[config.mk]
export PLATFORM = sky130hd
export DESIGN_NAME = rsa_key_derive_and_modexp_top_flat
export DESIGN_NICKNAME = d
export VERILOG_FILES = /design/src/rtl/rkd_pkg.sv /design/src/rtl/rkd_req_if.sv /design/src/rtl/rkd_rsp_if.sv /design/src/rtl/rkd_arith.sv /design/src/rtl/rsa_key_derive_and_modexp_top.sv /design/src/flat_wrapper.sv
export VERILOG_INCLUDE_DIRS = /design/src /design/src/rtl
export SDC_FILE = /design/constraint.sdc
export NUM_CORES = 2
export LEC_CHECK = 0
export BUFFER_PORTS_ARGS = -buffer_cell sky130_fd_sc_hd__buf_4
export CAP_MARGIN = 20
export CORE_MARGIN = 10
export CORE_UTILIZATION = 59
export DETAILED_ROUTE_END_ITERATION = 16
export PLACE_DENSITY_LB_ADDON = 0.3
export SYNTH_ARGS = -nofsm -noshare
export SYNTH_HDL_FRONTEND = slang
export SYNTH_SLANG_ARGS = --single-unit
[constraint.sdc]
create_clock -name clk -period 13.7 [get_ports clk]
set_input_delay 2.74 -clock clk [delete_from_list [all_inputs] [get_ports clk]]
set_output_delay 2.74 -clock clk [all_outputs]
set_load 0.05 [all_outputs]
[src/rtl/assert_macros.svh]
// Shared assertion macros
`ifndef ASSERT_MACROS_SVH
`define ASSERT_MACROS_SVH

`ifndef SYNTHESIS
`define ASSERT_IMPLIES(label, clk, rst_n, a, b) \
    label: assert property (@(posedge clk) disable iff (!rst_n) (a) |-> (b)) \
        else $error("assertion failed");
`define ASSERT_NEXT(label, clk, rst_n, a, b) \
    label: assert property (@(posedge clk) disable iff (!rst_n) (a) |=> (b)) \
        else $error("assertion failed");
`else
`define ASSERT_IMPLIES(label, clk, rst_n, a, b)
`define ASSERT_NEXT(label, clk, rst_n, a, b)
`endif

`endif

[src/rtl/rkd_pkg.sv]
package rkd_pkg;

    localparam int PRIME_BITS = 16;
    localparam logic [15:0] PMASK = 16'((32'd1 << PRIME_BITS) - 32'd1);
    localparam int ARITH_STEPS = 32;

    localparam logic [1:0] ST_OK          = 2'd0;
    localparam logic [1:0] ST_NOT_PRIME   = 2'd1;
    localparam logic [1:0] ST_EXP_INVALID = 2'd2;

    localparam logic [1:0] REG_PRIME_P    = 2'd0;
    localparam logic [1:0] REG_PRIME_Q    = 2'd1;
    localparam logic [1:0] REG_PUBLIC_EXP = 2'd2;

    typedef enum logic {
        OP_DIV  = 1'b0,
        OP_MMUL = 1'b1
    } arith_op_t;

    typedef struct packed {
        logic      start;
        arith_op_t op;
    } arith_req_t;

    typedef struct packed {
        logic busy;
        logic done;
    } arith_rsp_t;

endpackage

[src/rtl/rkd_req_if.sv]
interface rkd_req_if;
    logic        valid;
    logic        ready;
    logic        req_type;
    logic [31:0] message_value;

    modport source (output valid, output req_type, output message_value, input ready);
    modport sink (input valid, input req_type, input message_value, output ready);
endinterface

[src/rtl/rkd_rsp_if.sv]
interface rkd_rsp_if;
    logic        valid;
    logic        ready;
    logic [31:0] result_value;
    logic [1:0]  status;

    modport source (output valid, output result_value, output status, input ready);
    modport sink (input valid, input result_value, input status, output ready);
endinterface

[src/rtl/rkd_arith.sv]
module rkd_arith (
    input  logic               clk,
    input  logic               rst_n,
    input  rkd_pkg::arith_req_t arq,
    input  logic [31:0]        opa,
    input  logic [31:0]        opb,
    input  logic [31:0]        opm,
    output rkd_pkg::arith_rsp_t ars,
    output logic [31:0]        res_q,
    output logic [31:0]        res_r
);
    import rkd_pkg::*;

    localparam int CW = $clog2(ARITH_STEPS);

    logic            busy_reg, busy_next;
    logic            done_reg, done_next;
    arith_op_t       op_reg, op_next;
    logic [CW-1:0]   cnt_reg, cnt_next;
    logic [31:0]     sh_reg, sh_next;
    logic [31:0]     acc_reg, acc_next;
    logic [31:0]     a_reg, a_next;
    logic [31:0]     m_reg, m_next;
    logic [32:0]     div_t;
    logic [33:0]     mm_t;
    logic [33:0]     two_m;

    always_comb
    begin
        busy_next = busy_reg;
        done_next = 1'b0;
        op_next   = op_reg;
        cnt_next  = cnt_reg;
        sh_next   = sh_reg;
        acc_next  = acc_reg;
        a_next    = a_reg;
        m_next    = m_reg;
        div_t     = {acc_reg, sh_reg[31]};
        mm_t      = {1'b0, acc_reg, 1'b0} + (sh_reg[31] ? {2'b00, a_reg} : 34'd0);
        two_m     = {1'b0, m_reg, 1'b0};
        if (arq.start && !busy_reg)
        begin
            busy_next = 1'b1;
            op_next   = arq.op;
            cnt_next  = '0;
            acc_next  = '0;
            if (arq.op == OP_DIV)
            begin
                sh_next = opa;
                a_next  = opb;
            end
            else
            begin
                sh_next = opb;
                a_next  = opa;
            end
            m_next = opm;
        end
        else if (busy_reg)
        begin
            if (op_reg == OP_DIV)
            begin
                if (div_t >= {1'b0, a_reg})
                begin
                    acc_next = 32'(div_t - {1'b0, a_reg});
                    sh_next  = {sh_reg[30:0], 1'b1};
                end
                else
                begin
                    acc_next = div_t[31:0];
                    sh_next  = {sh_reg[30:0], 1'b0};
                end
            end
            else
            begin
                sh_next = {sh_reg[30:0], 1'b0};
                if (mm_t >= two_m)
                    acc_next = 32'(mm_t - two_m);
                else if (mm_t >= {2'b00, m_reg})
                    acc_next = 32'(mm_t - {2'b00, m_reg});
                else
                    acc_next = mm_t[31:0];
            end
            cnt_next = cnt_reg + 1'b1;
            if (cnt_reg == CW'(ARITH_STEPS - 1))
            begin
                busy_next = 1'b0;
                done_next = 1'b1;
            end
        end
    end

    always_ff @(posedge clk or negedge rst_n)
    begin
        if (!rst_n)
        begin
            busy_reg <= 1'b0;
            done_reg <= 1'b0;
            op_reg   <= OP_DIV;
            cnt_reg  <= '0;
        end
        else
        begin
            busy_reg <= busy_next;
            done_reg <= done_next;
            op_reg   <= op_next;
            cnt_reg  <= cnt_next;
        end
    end

    always_ff @(posedge clk)
    begin
        sh_reg  <= sh_next;
        acc_reg <= acc_next;
        a_reg   <= a_next;
        m_reg   <= m_next;
    end

    assign ars.busy = busy_reg;
    assign ars.done = done_reg;
    assign res_q    = sh_reg;
    assign res_r    = acc_reg;

endmodule

[src/rtl/rsa_key_derive_and_modexp_top.sv]
// Channel  Direction  Payload
// req      in         req_type, message_value
// rsp      out        result_value, status
// cfg      in         cfg_we, cfg_index, cfg_data (0 prime_p, 1 prime_q, 2 public_exp)
// One item at a time; a new item is taken only when the sequencer is idle.
// Each serial divide or modular multiply runs on the shared unit.
// Per item: trial division, Euclid rounds of one divide and one modular
// multiply each, and modular multiplies (at most 64) of the exponentiation.
// Reset returns to idle with no output valid and zeroes the config registers.
// A finished result waits in the output register while the next item is taken.
`include "assert_macros.svh"

module rsa_key_derive_and_modexp_top (
    input  logic        clk,
    input  logic        rst_n,
    input  logic        cfg_we,
    input  logic [1:0]  cfg_index,
    input  logic [31:0] cfg_data,
    rkd_req_if.sink     req,
    rkd_rsp_if.source   rsp
);
    import rkd_pkg::*;

    typedef enum logic [8:0] {
        S_IDLE    = 9'b000000001,
        S_PRIME   = 9'b000000010,
        S_KEY     = 9'b000000100,
        S_EUC_DIV = 9'b000001000,
        S_EUC_MUL = 9'b000010000,
        S_REDUCE  = 9'b000100000,
        S_POW_MUL = 9'b001000000,
        S_POW_SQR = 9'b010000000,
        S_DONE    = 9'b100000000
    } state_t;

    state_t      state_reg, state_next;
    logic        wait_reg, wait_next;
    logic        sel_reg, sel_next;
    logic [8:0]  i_reg, i_next;
    logic [15:0] p_reg, q_reg;
    logic [31:0] e_reg;
    logic        rtype_reg, rtype_next;
    logic [31:0] msg_reg, msg_next;
    logic [31:0] n_reg, n_next;
    logic [31:0] t_reg, t_next;
    logic [31:0] r0_reg, r0_next, r1_reg, r1_next;
    logic [31:0] s0_reg, s0_next, s1_reg, s1_next;
    logic [31:0] qd_reg, qd_next;
    logic [31:0] exp_reg, exp_next;
    logic [31:0] base_reg, base_next;
    logic [31:0] res_reg, res_next;
    logic [1:0]  stat_reg, stat_next;
    logic        ovalid_reg, ovalid_next;
    logic [31:0] oval_reg, oval_next;
    logic [1:0]  ostat_reg, ostat_next;

    arith_req_t  arq;
    arith_rsp_t  ars;
    logic [31:0] opa, opb, opm, res_q, res_r;
    logic [15:0] p_val, q_val, m_val;
    logic [17:0] ii;
    logic [31:0] tk;

    rkd_arith u_arith (
        .clk   (clk),
        .rst_n (rst_n),
        .arq   (arq),
        .opa   (opa),
        .opb   (opb),
        .opm   (opm),
        .ars   (ars),
        .res_q (res_q),
        .res_r (res_r)
    );

    assign p_val = p_reg & PMASK;
    assign q_val = q_reg & PMASK;
    assign m_val = sel_reg ? q_val : p_val;
    assign ii    = 18'(i_reg * i_reg);
    assign tk    = 32'((p_val - 16'd1) * (q_val - 16'd1));
    assign req.ready = (state_reg == S_IDLE);

    always_comb
    begin
        state_next  = state_reg;
        wait_next   = wait_reg;
        sel_next    = sel_reg;
        i_next      = i_reg;
        rtype_next  = rtype_reg;
        msg_next    = msg_reg;
        n_next      = n_reg;
        t_next      = t_reg;
        r0_next     = r0_reg;
        r1_next     = r1_reg;
        s0_next     = s0_reg;
        s1_next     = s1_reg;
        qd_next     = qd_reg;
        exp_next    = exp_reg;
        base_next   = base_reg;
        res_next    = res_reg;
        stat_next   = stat_reg;
        ovalid_next = ovalid_reg;
        oval_next   = oval_reg;
        ostat_next  = ostat_reg;
        arq.start   = 1'b0;
        arq.op      = OP_DIV;
        opa         = '0;
        opb         = '0;
        opm         = '0;

        if (ovalid_reg && rsp.ready)
            ovalid_next = 1'b0;

        case (state_reg)
            S_IDLE:
            begin
                if (req.valid)
                begin
                    rtype_next = req.req_type;
                    msg_next   = req.message_value;
                    sel_next   = 1'b0;
                    i_next     = 9'd2;
                    wait_next  = 1'b0;
                    state_next = S_PRIME;
                end
            end
            S_PRIME:
            begin
                opa = {16'd0, m_val};
                opb = {23'd0, i_reg};
                if (!wait_reg)
                begin
                    if (m_val < 16'd2)
                    begin
                        res_next   = '0;
                        stat_next  = ST_NOT_PRIME;
                        state_next = S_DONE;
                    end
                    else if (ii > {2'b00, m_val})
                    begin
                        if (!sel_reg)
                        begin
                            sel_next = 1'b1;
                            i_next   = 9'd2;
                        end
                        else
                            state_next = S_KEY;
                    end
                    else
                    begin
                        arq.start = 1'b1;
                        wait_next = 1'b1;
                    end
                end
                else if (ars.done)
                begin
                    wait_next = 1'b0;
                    if (res_r == '0)
                    begin
                        res_next   = '0;
                        stat_next  = ST_NOT_PRIME;
                        state_next = S_DONE;
                    end
                    else
                        i_next = i_reg + 9'd1;
                end
            end
            S_KEY:
            begin
                n_next = 32'(p_val * q_val);
                t_next = tk;
                if (tk < 32'd2 || e_reg == '0 || e_reg > tk)
                begin
                    res_next   = '0;
                    stat_next  = ST_EXP_INVALID;
                    state_next = S_DONE;
                end
                else
                begin
                    r0_next    = tk;
                    r1_next    = (e_reg == tk) ? '0 : e_reg;
                    s0_next    = '0;
                    s1_next    = 32'd1;
                    state_next = S_EUC_DIV;
                end
            end
            S_EUC_DIV:
            begin
                opa = r0_reg;
                opb = r1_reg;
                if (!wait_reg)
                begin
                    if (r1_reg == '0)
                    begin
                        if (r0_reg != 32'd1)
                        begin
                            res_next   = '0;
                            stat_next  = ST_EXP_INVALID;
                            state_next = S_DONE;
                        end
                        else
                        begin
                            exp_next   = rtype_reg ? s0_reg : e_reg;
                            state_next = S_REDUCE;
                        end
                    end
                    else
                    begin
                        arq.start = 1'b1;
                        wait_next = 1'b1;
                    end
                end
                else if (ars.done)
                begin
                    wait_next  = 1'b0;
                    qd_next    = (res_q == t_reg) ? '0 : res_q;
                    r0_next    = r1_reg;
                    r1_next    = res_r;
                    state_next = S_EUC_MUL;
                end
            end
            S_EUC_MUL:
            begin
                arq.op = OP_MMUL;
                opa    = qd_reg;
                opb    = s1_reg;
                opm    = t_reg;
                if (!wait_reg)
                begin
                    arq.start = 1'b1;
                    wait_next = 1'b1;
                end
                else if (ars.done)
                begin
                    wait_next = 1'b0;
                    s0_next   = s1_reg;
                    if (s0_reg >= res_r)
                        s1_next = s0_reg - res_r;
                    else
                        s1_next = (t_reg - res_r) + s0_reg;
                    state_next = S_EUC_DIV;
                end
            end
            S_REDUCE:
            begin
                opa = msg_reg;
                opb = n_reg;
                if (!wait_reg)
                begin
                    arq.start = 1'b1;
                    wait_next = 1'b1;
                end
                else if (ars.done)
                begin
                    wait_next  = 1'b0;
                    base_next  = res_r;
                    res_next   = 32'd1;
                    state_next = S_POW_MUL;
                end
            end
            S_POW_MUL:
            begin
                arq.op = OP_MMUL;
                opa    = res_reg;
                opb    = base_reg;
                opm    = n_reg;
                if (!wait_reg)
                begin
                    if (exp_reg == '0)
                    begin
                        stat_next  = ST_OK;
                        state_next = S_DONE;
                    end
                    else if (!exp_reg[0])
                        state_next = S_POW_SQR;
                    else
                    begin
                        arq.start = 1'b1;
                        wait_next = 1'b1;
                    end
                end
                else if (ars.done)
                begin
                    wait_next  = 1'b0;
                    res_next   = res_r;
                    state_next = S_POW_SQR;
                end
            end
            S_POW_SQR:
            begin
                arq.op = OP_MMUL;
                opa    = base_reg;
                opb    = base_reg;
                opm    = n_reg;
                if (!wait_reg)
                begin
                    arq.start = 1'b1;
                    wait_next = 1'b1;
                end
                else if (ars.done)
                begin
                    wait_next  = 1'b0;
                    base_next  = res_r;
                    exp_next   = {1'b0, exp_reg[31:1]};
                    state_next = S_POW_MUL;
                end
            end
            S_DONE:
            begin
                if (!ovalid_reg || rsp.ready)
                begin
                    ovalid_next = 1'b1;
                    oval_next   = res_reg;
                    ostat_next  = stat_reg;
                    state_next  = S_IDLE;
                end
            end
            default:
            begin
                state_next = S_IDLE;
                wait_next  = 1'b0;
            end
        endcase
    end

    always_ff @(posedge clk or negedge rst_n)
    begin
        if (!rst_n)
        begin
            state_reg  <= S_IDLE;
            wait_reg   <= 1'b0;
            sel_reg    <= 1'b0;
            ovalid_reg <= 1'b0;
            p_reg      <= '0;
            q_reg      <= '0;
            e_reg      <= '0;
        end
        else
        begin
            state_reg  <= state_next;
            wait_reg   <= wait_next;
            sel_reg    <= sel_next;
            ovalid_reg <= ovalid_next;
            if (cfg_we)
            begin
                case (cfg_index)
                    REG_PRIME_P:    p_reg <= cfg_data[15:0];
                    REG_PRIME_Q:    q_reg <= cfg_data[15:0];
                    REG_PUBLIC_EXP: e_reg <= cfg_data;
                    default:        ;
                endcase
            end
        end
    end

    always_ff @(posedge clk)
    begin
        i_reg     <= i_next;
        rtype_reg <= rtype_next;
        msg_reg   <= msg_next;
        n_reg     <= n_next;
        t_reg     <= t_next;
        r0_reg    <= r0_next;
        r1_reg    <= r1_next;
        s0_reg    <= s0_next;
        s1_reg    <= s1_next;
        qd_reg    <= qd_next;
        exp_reg   <= exp_next;
        base_reg  <= base_next;
        res_reg   <= res_next;
        stat_reg  <= stat_next;
        oval_reg  <= oval_next;
        ostat_reg <= ostat_next;
    end

    assign rsp.valid        = ovalid_reg;
    assign rsp.result_value = oval_reg;
    assign rsp.status       = ostat_reg;

    `ASSERT_IMPLIES(a_start_free, clk, rst_n, arq.start, !ars.busy)
    `ASSERT_IMPLIES(a_err_zero, clk, rst_n, rsp.valid && rsp.status != ST_OK, rsp.result_value == '0)
    `ASSERT_NEXT(a_leave_idle, clk, rst_n, req.valid && req.ready, state_reg == S_PRIME)
    `ASSERT_IMPLIES(a_done_waiting, clk, rst_n, ars.done, wait_reg)

endmodule
[src/flat_wrapper.sv]
// flat-port wrapper written by rule: the top's interface ports become plain ports
module rsa_key_derive_and_modexp_top_flat import rkd_pkg::*;
  (clk, rst_n, cfg_we, cfg_index, cfg_data, req_valid, req_req_type, req_message_value, req_ready, rsp_valid, rsp_result_value, rsp_status, rsp_ready);
  rkd_req_if req_i ();
  rkd_rsp_if rsp_i ();
  input  logic clk;
  input  logic rst_n;
  input  logic cfg_we;
  input  logic [1:0] cfg_index;
  input  logic [31:0] cfg_data;
  input wire logic [$bits(req_i.valid)-1:0] req_valid;
  input wire logic [$bits(req_i.req_type)-1:0] req_req_type;
  input wire logic [$bits(req_i.message_value)-1:0] req_message_value;
  output wire logic [$bits(req_i.ready)-1:0] req_ready;
  output wire logic [$bits(rsp_i.valid)-1:0] rsp_valid;
  output wire logic [$bits(rsp_i.result_value)-1:0] rsp_result_value;
  output wire logic [$bits(rsp_i.status)-1:0] rsp_status;
  input wire logic [$bits(rsp_i.ready)-1:0] rsp_ready;
  assign req_i.valid = req_valid;
  assign req_i.req_type = req_req_type;
  assign req_i.message_value = req_message_value;
  assign req_ready = req_i.ready;
  assign rsp_valid = rsp_i.valid;
  assign rsp_result_value = rsp_i.result_value;
  assign rsp_status = rsp_i.status;
  assign rsp_i.ready = rsp_ready;
  rsa_key_derive_and_modexp_top u_core (.clk(clk), .rst_n(rst_n), .cfg_we(cfg_we), .cfg_index(cfg_index), .cfg_data(cfg_data), .req(req_i), .rsp(rsp_i));
endmodule
Word level (Yosys, flattened, before mapping). Index checks and enable logic that the tools add are counted.

Memories kept: 0. Bits in read-only memories: 0. Output and inout port bits: 36. Register bits: 610. RAM bits: 0. Input port bits: 72. Logic and storage cells: 271. Latch bits: 0.

Add/subtract/negate cells: 11. Shift-type cells: 0. Reduce and logical (&&, ||, !) cells: 40. Equal/unequal tests: 53. Multipliers: 3. Div/mod/pow operators: 0. Magnitude comparators: 8. Mux-type cells: 124. Bitwise gates (word level): 1.

Operators by type and width (number): $mux 32 (39); $pmux 32 s2 (6); $pmux 32 s5 (2); $mux 9 (27); $pmux 32 s6 (1); $sub 32x32->32 (5); $logic_not 32->1 (4); $pmux 9 s8 (1); $eq 32x32->1 (2); $add 33x32->34 (1); $ge 34x32->1 (1); $ge 34x33->1 (1); $sub 16x1->17 const B (2); $ge 33x32->1 (1); $add 32x32->32 (1); $ge 32x32->1 (1); $gt 32x32->1 (1); $lt 32x2->1 const B (1); $mul 16x16->32 (1); $mul 32x32->32 (1); $ne 32x1->1 const B (1); $mux 1 (30); $ne 2x1->1 const B (13); $ne 2x2->1 const B (12); 49 further kinds (85).

Logic depth before layout (Yosys ltp).
Depth in word-level cells: 8. Depth in mapped cells: 43. Mapped depth without buffers: 41.

Hierarchy. Synthesis repeated with hierarchy kept, for this count alone.

Cell total of the unflattened synthesis: 6280. Area, all modules: 59960.0 sq um.

By module, submodules not included: rsa_key_derive_and_modexp_top (cells an instance 4735, sequential area each 13854.5 sq um, instances 1, area an instance 46787.4 sq um); rkd_arith (cells an instance 1545, sequential area each 3723.6 sq um, instances 1, area an instance 13172.6 sq um).

Least setup slack after synthesis. OpenSTA, ideal clock, no wires.

Kind: reg2reg. Start point: register u_core.p_reg[10]. End point: register u_core.r0_reg[0], enable pin. Buffers on the path: 1. Period minus slack after synthesis: 13404 ps. Path slack: 296 ps. Data arrival time: 12905 ps. Stages on the path, launching flop included: 36. Required time: 13201 ps. Setup time: 499 ps. Cell sequence: dfrtp_1 -> or4_4 -> or4_1 -> or3b_1 -> xor2_1 -> clkbuf_1 -> nor2_1 -> fa_1 -> fa_1 -> fa_1 -> inv_1 -> fa_1 -> inv_1 -> fa_1 -> inv_1 -> fa_1 -> inv_1 -> fa_1 -> fa_1 -> ha_1 -> a21oi_1 -> o21ai_0 -> a221oi_1 -> o21ai_0 -> a311oi_1 -> o22ai_1 -> inv_1 -> ha_1 -> a2111oi_0 -> o2111ai_1 -> a31oi_1 -> a211oi_1 -> a2111oi_0 -> o21ai_0 -> o211a_1 -> o21bai_1.

Longest elaborated chain between the ends: 7. Elaborated cells on any way between the ends: 8. Classes of those cells: add/sub: 1; mul: 1; order compare: 2; eq/ne: 1; reduce/logical: 3.

Ends and longest elaborated chain: start: declaration (RTL line rsa_key_derive_and_modexp_top.sv:40) `logic [15:0] p_reg, q_reg;`; start signal: assignment (RTL line rsa_key_derive_and_modexp_top.sv:347) `REG_PRIME_P: p_reg <= cfg_data[15:0];`; $sub 16x1->17 * (RTL line rsa_key_derive_and_modexp_top.sv:80) `assign tk = 32'((p_val - 16'd1) * (q_val - 16'd1));`; $mul 32x32->32 * (RTL line rsa_key_derive_and_modexp_top.sv:80); named net u_core.tk[25] (RTL line rsa_key_derive_and_modexp_top.sv:62) `logic [31:0] tk;`; $lt 32x2->1 (RTL line rsa_key_derive_and_modexp_top.sv:172) `if (tk < 32'd2 || e_reg == '0 || e_reg > tk)`; $logic_or 1x1->1 (RTL line rsa_key_derive_and_modexp_top.sv:172); $logic_or 1x1->1 * (RTL line rsa_key_derive_and_modexp_top.sv:172); $ne 2x2->1 (no line) *; $reduce_and 4->1 (no line) *; end signal: assignment (RTL line rsa_key_derive_and_modexp_top.sv:363) `r0_reg <= r0_next;`; end: declaration (RTL line rsa_key_derive_and_modexp_top.sv:46) `logic [31:0] r0_reg, r0_next, r1_reg, r1_next;`.

Mark *: on every way through the listed nets, which the timed path passes. The rest lies on a longest branch. A chain may end at the register's enable or synchronous reset.

Final worst setup path.
Start point: register u_core.p_reg[1]. End point: register u_core.s0_reg[8], enable pin.

Longest elaborated chain between the ends: 7. Elaborated cells on any way between the ends: 8. Classes of those cells: add/sub: 1; mul: 1; order compare: 2; eq/ne: 1; reduce/logical: 3.

Ends and longest elaborated chain: $sub 16x1->17 * (RTL line rsa_key_derive_and_modexp_top.sv:80); $mul 32x32->32 * (RTL line rsa_key_derive_and_modexp_top.sv:80); named net u_core.tk[25] (RTL line rsa_key_derive_and_modexp_top.sv:62); $lt 32x2->1 (RTL line rsa_key_derive_and_modexp_top.sv:172); $logic_or 1x1->1 (RTL line rsa_key_derive_and_modexp_top.sv:172); $logic_or 1x1->1 * (RTL line rsa_key_derive_and_modexp_top.sv:172); $ne 2x2->1 (no line) *; $reduce_and 4->1 (no line) *; end signal: assignment (RTL line rsa_key_derive_and_modexp_top.sv:365) `s0_reg <= s0_next;`; end: declaration (RTL line rsa_key_derive_and_modexp_top.sv:47) `logic [31:0] s0_reg, s0_next, s1_reg, s1_next;`.

Marked as above.

==> metrics.txt <==
commonest cells in the netlist inv_1 (950), fa_1 (613), nand2_1 (610); Top cell by count, worst path fa_1; cell area after synthesis 61500 um2; worst skew pair latency 660 ps; Avg Inst Size Synth 9.53 um2; Unique masters post-synth 90; Yosys top cell area share 0.241; IO buf count 107; Reg2Reg Depth 38; CTS Root Cell clkbuf_16; share of cells above drive strength 1 0.0763; worst setup path startpoint u_core.p_reg[1]$_DFFE_PN0P_; family with the most delay on the worst path adder cells; Chip Width 343 um; met1 track demand over resource 0.459; WP data arrival 13100 ps; post-synthesis register bit count 610; Post-CTS Setup Inserts 0; slew margin rel. 0.158; routed len/inst 26.1 um; post-CTS resize count 0; Initial DRT Pass Iterations 8; Post-Synthesis Cells 6454; busiest grt layer met2; Non-Filler Instances 7949; first-pass GRT wire length 311 mm; RSZ-0062 raised after global routing no; via count 50.3k; Final Cycle Share 0.933; end point of the critical path u_core.s0_reg[8]$_SDFFCE_PP0P_; reg2reg end u_core.s0_reg[8]$_SDFFCE_PP0P_; status completed; CP max-delay cell fa_1; Top-Level Pins 108; area occupied by multi-input gates 39500 um2; largest net degree at the start of global routing 83; WS Path Type register to register; CTS tree built; Worst Hold Margin 418 ps; count of final setup violators 0; total gr overflow 0; Crit Reg-Reg Startpoint u_core.p_reg[1]$_DFFE_PN0P_; initial DRC count 6586; Placeable Area 103000 um2; maxcap violations 0; buffers plus inverters on the worst setup path 8; number of fill cells 8453; Crit. path cell count 38; Area Overhead vs Synth 8.40%; setup TNS 0 ps; dpl hpwl 163 mm; Least-Margin Pin Slew 1260 ps; grt met2 use 0.537; CTS buffer count 72; vias in the first global route 50.1k; Global Route met3 Usage 0.0808; area of the die 118000 um2; Antenna Violating Nets Remaining 0; Synthesized Nets 7632; gp weighted congestion 1.04; Register Area 17600 um2; Placed Cells 7817; fin. max-slew vios 0; top cells by area, synth edfxtp_1 (24%), fa_1 (20%), ha_1 (10%); CP startpoint kind register; Hold Path Class register to register; clk_skew 38.6 ps; max frequency 78.3 MHz; part of the Yosys area used for sequential elements 0.286; cell taking the most area after synthesis edfxtp_1; Max clock buf depth 3; fin crit period 12780 ps; Worst Path Required 14020 ps; # clock sinks 610; aggregate global-route resource usage 0.349; utilization after layout 0.644; Crit path largest cell delay 660 ps; DRC 0; final WL 207 mm; NumNets Final 7690; async set-reset flop share out of synthesis 0.138; reg2reg setup slack 920 ps; CTS Hold Bufs 0; Placement Rows 118; EDFF count, synth 494; Crit Path Max Fanout 26; Synth Flop Type edfxtp_1; H-tree levels 3; Die H 343 um; clk slew on worst S/H paths 60 ps; Initial Util 0.594; Vias per Instance 6.33; critical path capture point type register; yosys warns 0; Fin. Hold Viols 0; most frequent cell after synthesis inv_1; antenna violations before repair 8
==> worst min path at each step <==
| stage | depth (start not counted) | slack [ps] | startpoint | endpoint |
|---|---|---|---|---|
| 2_1_floorplan | 0 | 400 | u_core.stat_reg[0]$_DFFE_PP_ | u_core.rsp.status[0]$_DFFE_PP_ |
| 3_3_place_gp | 0 | 410 | u_core.stat_reg[0]$_DFFE_PP_ | u_core.rsp.status[0]$_DFFE_PP_ |
| 3_5_place_dp | 0 | 420 | u_core.stat_reg[0]$_DFFE_PP_ | u_core.rsp.status[0]$_DFFE_PP_ |
| 4_1_cts | 0 | 420 | u_core.stat_reg[0]$_DFFE_PP_ | u_core.rsp.status[0]$_DFFE_PP_ |
| 5_1_grt | 0 | 430 | u_core.stat_reg[0]$_DFFE_PP_ | u_core.rsp.status[0]$_DFFE_PP_ |
| 6_report | 0 | 420 | u_core.stat_reg[0]$_DFFE_PP_ | u_core.rsp.status[0]$_DFFE_PP_ |
==> layout by cell type, fill, tap and decap left out, types with 37 or more instances in the layout <==
master,count
inv_1,948
fa_1,613
nand2_1,610
edfxtp_1,494
ha_1,493
nor2_1,491
a21oi_1,334
o21ai_0,314
buf_4,237
xnor2_1,229
and2_1,190
a21o_1,120
xor2_1,114
nor4_1,92
dfrtp_1,83
clkbuf_16,72
mux2_2,71
mux2i_1,71
nand3_1,66
nand2b_1,59
nand4_1,58
a22oi_1,55
nor3_1,53
a31oi_1,51
o21a_1,48
o211ai_1,41
nor2b_1,37
==> through the flow <==
step	cell area, um2	setup slack, ps
global placement	64200	1190
finish	66600	921
global route	66600	258
floorplan	61500	296
detailed placement	64200	1010
CTS	66600	1000
==> layout make-up <==
cell class              instances  area share
multi-input cells            4638       0.593
flip-flops and latches        610       0.264
clock inverters                38     0.00789
well taps                    1380      0.0259
repair buffers                238      0.0271
inverters                     952      0.0536
diodes                          1   0.0000376
clock buffers                  92      0.0286
==> per-layer routing <==
metal	vias up	part of all wire
met5	-	0.00043
met4	8	0.064
met3	610	0.12
met2	3242	0.44
met1	24500	0.38
li1	22000	-
==> logic make-up (layout without fill, tap and decap cells) <==
kind of cell | after synthesis | after routing | share of synthesized area
fa+ha+maj | 1106 | 1106 | 0.300
buf+inv | 1206 | 1320 | 0.0738
mux | 142 | 142 | 0.0246
xor+xnor | 346 | 346 | 0.0494
compound gates | 1232 | 1232 | 0.128
other cells | 0 | 1 | 0
flops | 610 | 610 | 0.286
simple gates | 1812 | 1812 | 0.139
Power is not shown: default switching activity piles up to over one toggle a cycle in this logic, so the estimate is an artifact.
